**src/rtl/tlfnv_pkg.sv**
```systemverilog
`default_nettype none

package tlfnv_pkg;

  // Field and hash widths
  localparam int unsigned HashW = 64;
  localparam int unsigned ByteW = 8;

  // FNV-1a 64-bit constants
  localparam logic [HashW-1:0] FnvOffsetBasis = 64'hCBF2_9CE4_8422_2325;
  // Prime 0x100_0000_01B3 split as 2^40 plus a 9-bit low part
  localparam int unsigned      PrimeShift     = 40;
  localparam logic [8:0]       PrimeLow       = 9'h1B3;

  // Block close folds the eight bytes of the block hash
  localparam int unsigned      CloseFolds     = HashW / ByteW;
  localparam int unsigned      CntW           = 3;
  // First byte folds in the accept cycle, the rest in the close state
  localparam logic [CntW-1:0]  LastCnt        = CntW'(CloseFolds - 2);

  typedef enum logic [1:0] {
    MODE_TOP    = 2'd0,
    MODE_BLOCK  = 2'd1,
    MODE_CLOSE  = 2'd2,
    MODE_FINISH = 2'd3
  } mode_e;

  typedef enum logic {
    ST_IDLE  = 1'b0,
    ST_CLOSE = 1'b1
  } state_e;

endpackage

`default_nettype wire

```
**src/rtl/tlfnv_fold.sv**
```systemverilog
`default_nettype none

module tlfnv_fold (
  input  wire logic [tlfnv_pkg::HashW-1:0] hash_i,
  input  wire logic [tlfnv_pkg::ByteW-1:0] byte_i,
  output logic      [tlfnv_pkg::HashW-1:0] hash_o
);

  logic [tlfnv_pkg::HashW-1:0] mixed;
  logic [tlfnv_pkg::HashW-1:0] low_prod;

  // Mix the byte into the low bits
  assign mixed = hash_i ^ {{(tlfnv_pkg::HashW - tlfnv_pkg::ByteW){1'b0}}, byte_i};

  // Multiply by the prime modulo 2^64: shifted copy plus a narrow constant product
  assign low_prod = mixed * {{(tlfnv_pkg::HashW - 9){1'b0}}, tlfnv_pkg::PrimeLow};
  assign hash_o   = (mixed << tlfnv_pkg::PrimeShift) + low_prod;

endmodule

`default_nettype wire

```
**src/rtl/two_level_fnv1a64_fingerprint.sv**
```systemverilog
// Two-level FNV-1a 64-bit fingerprint engine.
// Input channel (in_valid_i / in_ready_o) carries a 2-bit mode and a byte.
//   Top-level byte and block byte items fold the byte into the combined or
//   the block hash in the cycle they are accepted: one item per cycle while idle.
//   A finish item loads the combined hash into the output register and
//   restarts both hashes.
//   A close item loads the block hash into the output register and folds
//   its lowest byte into the combined hash in the accept cycle, then folds
//   the other seven bytes through the single shared fold unit, one byte per
//   cycle, with in_ready_o low until the last of them is folded.
// Output channel (out_valid_o / out_ready_i) carries hash_value_o and
//   is_combined_o from a one-entry output register; a result appears the
//   cycle after its item is accepted.
// While a result waits, byte items are still taken; a close or finish item
//   waits until the output register drains or is being drained.
// Reset sets both hashes to the offset basis and empties the output register.
`default_nettype none

module two_level_fnv1a64_fingerprint (
  input  wire logic                              clk_i,
  input  wire logic                              rst_ni,
  input  wire logic                              in_valid_i,
  output logic                                   in_ready_o,
  input  wire logic [1:0]                        mode_i,
  input  wire logic [tlfnv_pkg::ByteW-1:0]       data_byte_i,
  output logic                                   out_valid_o,
  input  wire logic                              out_ready_i,
  output logic      [tlfnv_pkg::HashW-1:0]       hash_value_o,
  output logic                                   is_combined_o
);

  localparam int unsigned RestW = tlfnv_pkg::HashW - tlfnv_pkg::ByteW;

  tlfnv_pkg::state_e               state_q, state_d;
  tlfnv_pkg::mode_e                mode;
  logic [tlfnv_pkg::CntW-1:0]      cnt_q, cnt_d;
  logic [RestW-1:0]                rest_q, rest_d;
  logic [tlfnv_pkg::HashW-1:0]     block_q, block_d;
  logic [tlfnv_pkg::HashW-1:0]     comb_q, comb_d;
  logic                            out_valid_q, out_valid_d;
  logic [tlfnv_pkg::HashW-1:0]     out_hash_q, out_hash_d;
  logic                            out_comb_q, out_comb_d;
  logic                            in_acc;
  logic [tlfnv_pkg::HashW-1:0]     fold_hash;
  logic [tlfnv_pkg::ByteW-1:0]     fold_byte;
  logic [tlfnv_pkg::HashW-1:0]     fold_out;

  // Shared fold unit
  tlfnv_fold u_fold (
    .hash_i (fold_hash),
    .byte_i (fold_byte),
    .hash_o (fold_out)
  );

  // Sequencer: next state, hash updates and output register load
  always_comb begin
    mode        = tlfnv_pkg::mode_e'(mode_i);
    in_ready_o  = (state_q == tlfnv_pkg::ST_IDLE) &&
                  ((mode == tlfnv_pkg::MODE_TOP) || (mode == tlfnv_pkg::MODE_BLOCK) ||
                   !out_valid_q || out_ready_i);
    in_acc      = in_valid_i && in_ready_o;
    state_d     = state_q;
    cnt_d       = cnt_q;
    rest_d      = rest_q;
    block_d     = block_q;
    comb_d      = comb_q;
    out_valid_d = out_valid_q && !out_ready_i;
    out_hash_d  = out_hash_q;
    out_comb_d  = out_comb_q;
    fold_hash   = comb_q;
    fold_byte   = rest_q[tlfnv_pkg::ByteW-1:0];
    unique case (state_q)
      tlfnv_pkg::ST_IDLE: begin
        unique case (mode)
          tlfnv_pkg::MODE_TOP: begin
            fold_byte = data_byte_i;
            if (in_acc) begin
              comb_d = fold_out;
            end
          end
          tlfnv_pkg::MODE_BLOCK: begin
            fold_hash = block_q;
            fold_byte = data_byte_i;
            if (in_acc) begin
              block_d = fold_out;
            end
          end
          tlfnv_pkg::MODE_CLOSE: begin
            // Fold the lowest block byte now, hold the rest for the close state
            fold_byte = block_q[tlfnv_pkg::ByteW-1:0];
            if (in_acc) begin
              comb_d      = fold_out;
              rest_d      = block_q[tlfnv_pkg::HashW-1:tlfnv_pkg::ByteW];
              block_d     = tlfnv_pkg::FnvOffsetBasis;
              cnt_d       = '0;
              state_d     = tlfnv_pkg::ST_CLOSE;
              out_valid_d = 1'b1;
              out_hash_d  = block_q;
              out_comb_d  = 1'b0;
            end
          end
          tlfnv_pkg::MODE_FINISH: begin
            if (in_acc) begin
              block_d     = tlfnv_pkg::FnvOffsetBasis;
              comb_d      = tlfnv_pkg::FnvOffsetBasis;
              out_valid_d = 1'b1;
              out_hash_d  = comb_q;
              out_comb_d  = 1'b1;
            end
          end
          default: begin
          end
        endcase
      end
      tlfnv_pkg::ST_CLOSE: begin
        // Advance one block byte per cycle into the combined hash
        comb_d = fold_out;
        rest_d = {{tlfnv_pkg::ByteW{1'b0}}, rest_q[RestW-1:tlfnv_pkg::ByteW]};
        cnt_d  = cnt_q + 1'b1;
        if (cnt_q == tlfnv_pkg::LastCnt) begin
          state_d = tlfnv_pkg::ST_IDLE;
        end
      end
      default: begin
        state_d = tlfnv_pkg::ST_IDLE;
      end
    endcase
  end

  // State and hash registers
  always_ff @(posedge clk_i or negedge rst_ni) begin
    if (!rst_ni) begin
      state_q     <= tlfnv_pkg::ST_IDLE;
      cnt_q       <= '0;
      block_q     <= tlfnv_pkg::FnvOffsetBasis;
      comb_q      <= tlfnv_pkg::FnvOffsetBasis;
      out_valid_q <= 1'b0;
    end else begin
      state_q     <= state_d;
      cnt_q       <= cnt_d;
      block_q     <= block_d;
      comb_q      <= comb_d;
      out_valid_q <= out_valid_d;
    end
  end

  // Payload registers
  always_ff @(posedge clk_i) begin
    rest_q     <= rest_d;
    out_hash_q <= out_hash_d;
    out_comb_q <= out_comb_d;
  end

  assign out_valid_o   = out_valid_q;
  assign hash_value_o  = out_hash_q;
  assign is_combined_o = out_comb_q;

`ifndef ASSERT_OFF
  a_close_load: assert property (@(posedge clk_i) disable iff (!rst_ni)
    in_acc && (mode == tlfnv_pkg::MODE_CLOSE) |=>
      out_valid_o && !is_combined_o && (state_q == tlfnv_pkg::ST_CLOSE) &&
      (block_q == tlfnv_pkg::FnvOffsetBasis))
    else $error("close item did not load block result or restart block hash");

  a_finish_load: assert property (@(posedge clk_i) disable iff (!rst_ni)
    in_acc && (mode == tlfnv_pkg::MODE_FINISH) |=>
      out_valid_o && is_combined_o && (comb_q == tlfnv_pkg::FnvOffsetBasis) &&
      (block_q == tlfnv_pkg::FnvOffsetBasis))
    else $error("finish item did not load combined result or restart hashes");

  a_close_busy: assert property (@(posedge clk_i) disable iff (!rst_ni)
    (state_q == tlfnv_pkg::ST_CLOSE) |-> !in_ready_o && (cnt_q <= tlfnv_pkg::LastCnt))
    else $error("close sequence overran or took an item");

  a_close_end: assert property (@(posedge clk_i) disable iff (!rst_ni)
    (state_q == tlfnv_pkg::ST_CLOSE) && (cnt_q == tlfnv_pkg::LastCnt) |=>
      (state_q == tlfnv_pkg::ST_IDLE))
    else $error("close sequence did not end after the last byte");
`endif

endmodule

`default_nettype wire

```
**config.mk**
```make
export PLATFORM = sky130hd
export DESIGN_NAME = two_level_fnv1a64_fingerprint
export DESIGN_NICKNAME = d
export VERILOG_FILES = /design/src/rtl/tlfnv_pkg.sv /design/src/rtl/tlfnv_fold.sv /design/src/rtl/two_level_fnv1a64_fingerprint.sv
export SDC_FILE = /design/constraint.sdc
export NUM_CORES = 1
export LEC_CHECK = 0
export BUFFER_PORTS_ARGS = -buffer_cell sky130_fd_sc_hd__buf_2
export CAP_MARGIN = 20
export CORE_UTILIZATION = 53
export DETAILED_ROUTE_END_ITERATION = 12
export PLACE_DENSITY = 0.7
export SETUP_SLACK_MARGIN = 0.15
export SLEW_MARGIN = 10
export SYNTH_ARGS = -nofsm -noshare
export SYNTH_HDL_FRONTEND = slang
export SYNTH_HIERARCHICAL = 1
export SYNTH_SLANG_ARGS = --single-unit
```
**constraint.sdc**
```tcl
create_clock -name clk_i -period 14 [get_ports clk_i]
set_input_delay 2.1 -clock clk_i [delete_from_list [all_inputs] [get_ports clk_i]]
set_output_delay 2.1 -clock clk_i [all_outputs]
set_load 0.02 [all_outputs]
```
==> results.sh <==
export IMPL_rsz0062_at_grt="no"
export IMPL_synth_area_per_cell_um2=10.9
export IMPL_holdBufCountCts=0
export IMPL_maxClockFrequency_mhz=98.6
export IMPL_drive_gt1_frac=0.185
export IMPL_ctsRootBufferMaster="clkbuf_16"
export IMPL_grt_pass1_wl_mm=103
export IMPL_dpl_hpwl_mm=51.4
export IMPL_syn_inst=2127
export IMPL_clock_sinks=254
export IMPL_synthFlopType="edfxtp_1"
export IMPL_drtIter0Drc=1264
export IMPL_synthToLayoutAreaGrowth_pct=7.71
export IMPL_worst_r2r_path_depth=25
export IMPL_finalClockSkew_ns=0.0314
export IMPL_setup_tns_ns=0
export IMPL_post_cts_buffers=0
export IMPL_cts_resized=0
export IMPL_drc=0
export IMPL_rrSetupSlack_ns=5.55
export IMPL_finalMaxSlewViolations=0
export IMPL_hold_path_end="comb_q[58]"
export IMPL_antenna_found_initial=0
export IMPL_cp_common_cell="ha_1"
export IMPL_worstMarginPinSlew_ns=1.11
export IMPL_path_class="primary input to register"
export IMPL_finalHoldViolations=0
export IMPL_grt_pass1_vias=17000
export IMPL_final_nets=2592
export IMPL_numPortBuffers=80
export IMPL_grt_max_degree=91
export IMPL_regToRegEndpoint="block_q[49]"
export IMPL_start_util=0.538
export IMPL_dieArea_um2=44500
export IMPL_cts_buffer_depth=3
export IMPL_clk_latency_ns=0.59
export IMPL_yosysTopAreaCellShare=0.182
export IMPL_die_h_um=211
export IMPL_vias_per_cell=5.87
export IMPL_htree_levels=1
export IMPL_start_kind="primary input"
export IMPL_syn_nets=2549
export IMPL_r2r_start="state_q"
export IMPL_ys_seq_elements=254
export IMPL_worstHoldPathCells=1
export IMPL_yosysTopAreaCell="fa_1"
export IMPL_hp_class="register to register"
export IMPL_cp_required_ns=14.54
export IMPL_die_x_um=211
export IMPL_wl_per_cell_um=24.1
export IMPL_post_route_min_period_ns=10.14
export IMPL_cap_violations=0
export IMPL_antenna_left=0
export IMPL_fin_crit_sh=0.724
export IMPL_setup_viol=0
export IMPL_status="finished clean"
export IMPL_fillers=3673
export IMPL_synth_async_reset_ratio=0.524
export IMPL_synth_area_leaders="fa_1 18%, edfxtp_1 16%, ha_1 11%"
export IMPL_critPathMaxStageDelay_ns=0.66
export IMPL_fp_row_count=76
export IMPL_core_um2=43100
export IMPL_io_pins=81
export IMPL_gr_usage_all_layers=0.309
export IMPL_path_clk_slew_ns=0.07
export IMPL_drtPass1Iterations=5
export IMPL_endpoint_kind="register"
export IMPL_yosysWarnings=6
export IMPL_gp_congestion=0.953
export IMPL_critPathSlowestCell="nor2_4"
export IMPL_arrival_ns=10.67
export IMPL_cts_buffers=30
export IMPL_synth_edff_count=121
export IMPL_max_slew_margin=0.261
export IMPL_min_from="comb_q[58]"
export IMPL_vias=16300
export IMPL_grt_overflow=0
export IMPL_routed_wl_mm=66.9
export IMPL_syn_cell_area_um2=23200
export IMPL_cp_max_fo=44
export IMPL_diodes=0
export IMPL_seq_area_frac_synth=0.304
export IMPL_synth_distinct_cells=76
export IMPL_cts_tree="built"
==> cell usage in the layout, fill, tap and decap left out, types with 52 or more instances in the layout <==
cell type | Yosys | layout
a21o_1 | 52 | 52
a21oi_1 | 78 | 78
a22o_1 | 75 | 75
buf_2 | 32 | 79
dfrtp_1 | 77 | 76
dfstp_2 | 56 | 56
edfxtp_1 | 121 | 121
fa_1 | 210 | 210
ha_1 | 198 | 198
inv_1 | 409 | 409
mux2_2 | 176 | 176
nand2_1 | 96 | 95
xnor2_1 | 70 | 70
xor2_1 | 68 | 68
==> synthesized netlist by cell type (3+ instances only) <==
master,instances
a22o_1,75
xnor2_1,70
and2_1,6
o22a_1,29
o21ai_2,4
a211oi_1,4
buf_1,3
o21ai_1,9
dfstp_2,56
o311ai_1,3
nor2b_1,19
edfxtp_1,121
clkbuf_1,24
buf_6,10
buf_2,32
nand3_1,20
nor3_1,37
a211o_1,30
nand2b_1,4
buf_4,13
a22oi_1,16
or2_2,4
inv_1,409
o211ai_1,3
fa_1,210
a21o_1,52
and3_1,8
mux2_2,176
o21ai_0,42
a21oi_1,78
dfrtp_1,77
nor2_1,37
xor2_1,68
o22ai_1,3
o21a_1,6
nand2_1,96
a31oi_1,10
ha_1,198
nand4_1,10
o21bai_1,10
==> kinds of logic after synthesis <==
kind of cell               after synthesis  share of synthesized area
buffers and inverters                  493                     0.0870
adders and majority gates              408                      0.289
AOI/OAI and AO/OA                      403                      0.129
and+or+nand+nor                        254                     0.0534
DFF                                    254                      0.304
muxes                                  177                     0.0860
xor gates and xnor gates               138                     0.0522
==> routing by layer <==
layer / wire [um] / part of all wire / GRT usage / vias to the layer above
met2: 30800 / 0.46 / 0.492 / 680
met4: 2200 / 0.033 / 0.0967 / 0
met5: 0 / 0 / 0 / -
met1: 29400 / 0.44 / 0.437 / 8241
met3: 4520 / 0.067 / 0.0437 / 111
li1: - / - / - / 7270
==> metrics by stage <==
stage	util	area (um2)	worst slack (ns)	std cells	hold slack (ns)
floorplan	-	23200	5.91	2127	0.480
global placement	0.556	24000	3.37	2723	0.498
detailed placement	0.556	24000	3.40	2723	0.500
CTS	0.579	24900	4.00	2779	0.521
global route	0.579	24900	3.43	2779	0.536
finish	0.579	24900	3.86	2779	0.520
==> flip-flops by register name (all words and copies together), names as in the netlist <==
register	count
block_q	64
cnt_q	3
comb_q	64
hash_value_o	64
is_combined_o	1
out_valid_o	1
rest_q	56
state_q	1
==> critical path: cells and delay by family <==
family | cells | cell delay, ns
buffers and inverters | 4 | 1.30
xor gates and xnor gates | 3 | 1.14
adders and majority gates | 6 | 2.13
AOI/OAI and AO/OA | 5 | 1.40
muxes | 1 | 0.38
and+or+nand+nor | 9 | 2.19
==> final cells by class <==
class                           count  area [um2]  area share
Sequential cell                   254        7040       0.282
Inverter                          411        1550      0.0620
Multi-Input combinational cell   1380       14100       0.566
Clock inverter                     13         159     0.00637
Timing Repair Buffer               93         517      0.0207
Clock buffer                       43         831      0.0333
Tap cell                          585         732      0.0293
==> worst max path at each step <==
stage	start	endpoint	slack [ns]	depth (start not counted)
2_1_floorplan	mode_i[0]	block_q[62]	5.91	30
3_3_place_gp	mode_i[0]	block_q[49]	3.37	28
3_5_place_dp	mode_i[0]	block_q[49]	3.40	28
4_1_cts	mode_i[0]	block_q[49]	4.00	28
5_1_grt	mode_i[0]	block_q[49]	3.43	28
6_report	mode_i[0]	block_q[49]	3.86	28
Power is not shown: default switching activity piles up to over one toggle a cycle in this logic, so the estimate is an artifact.
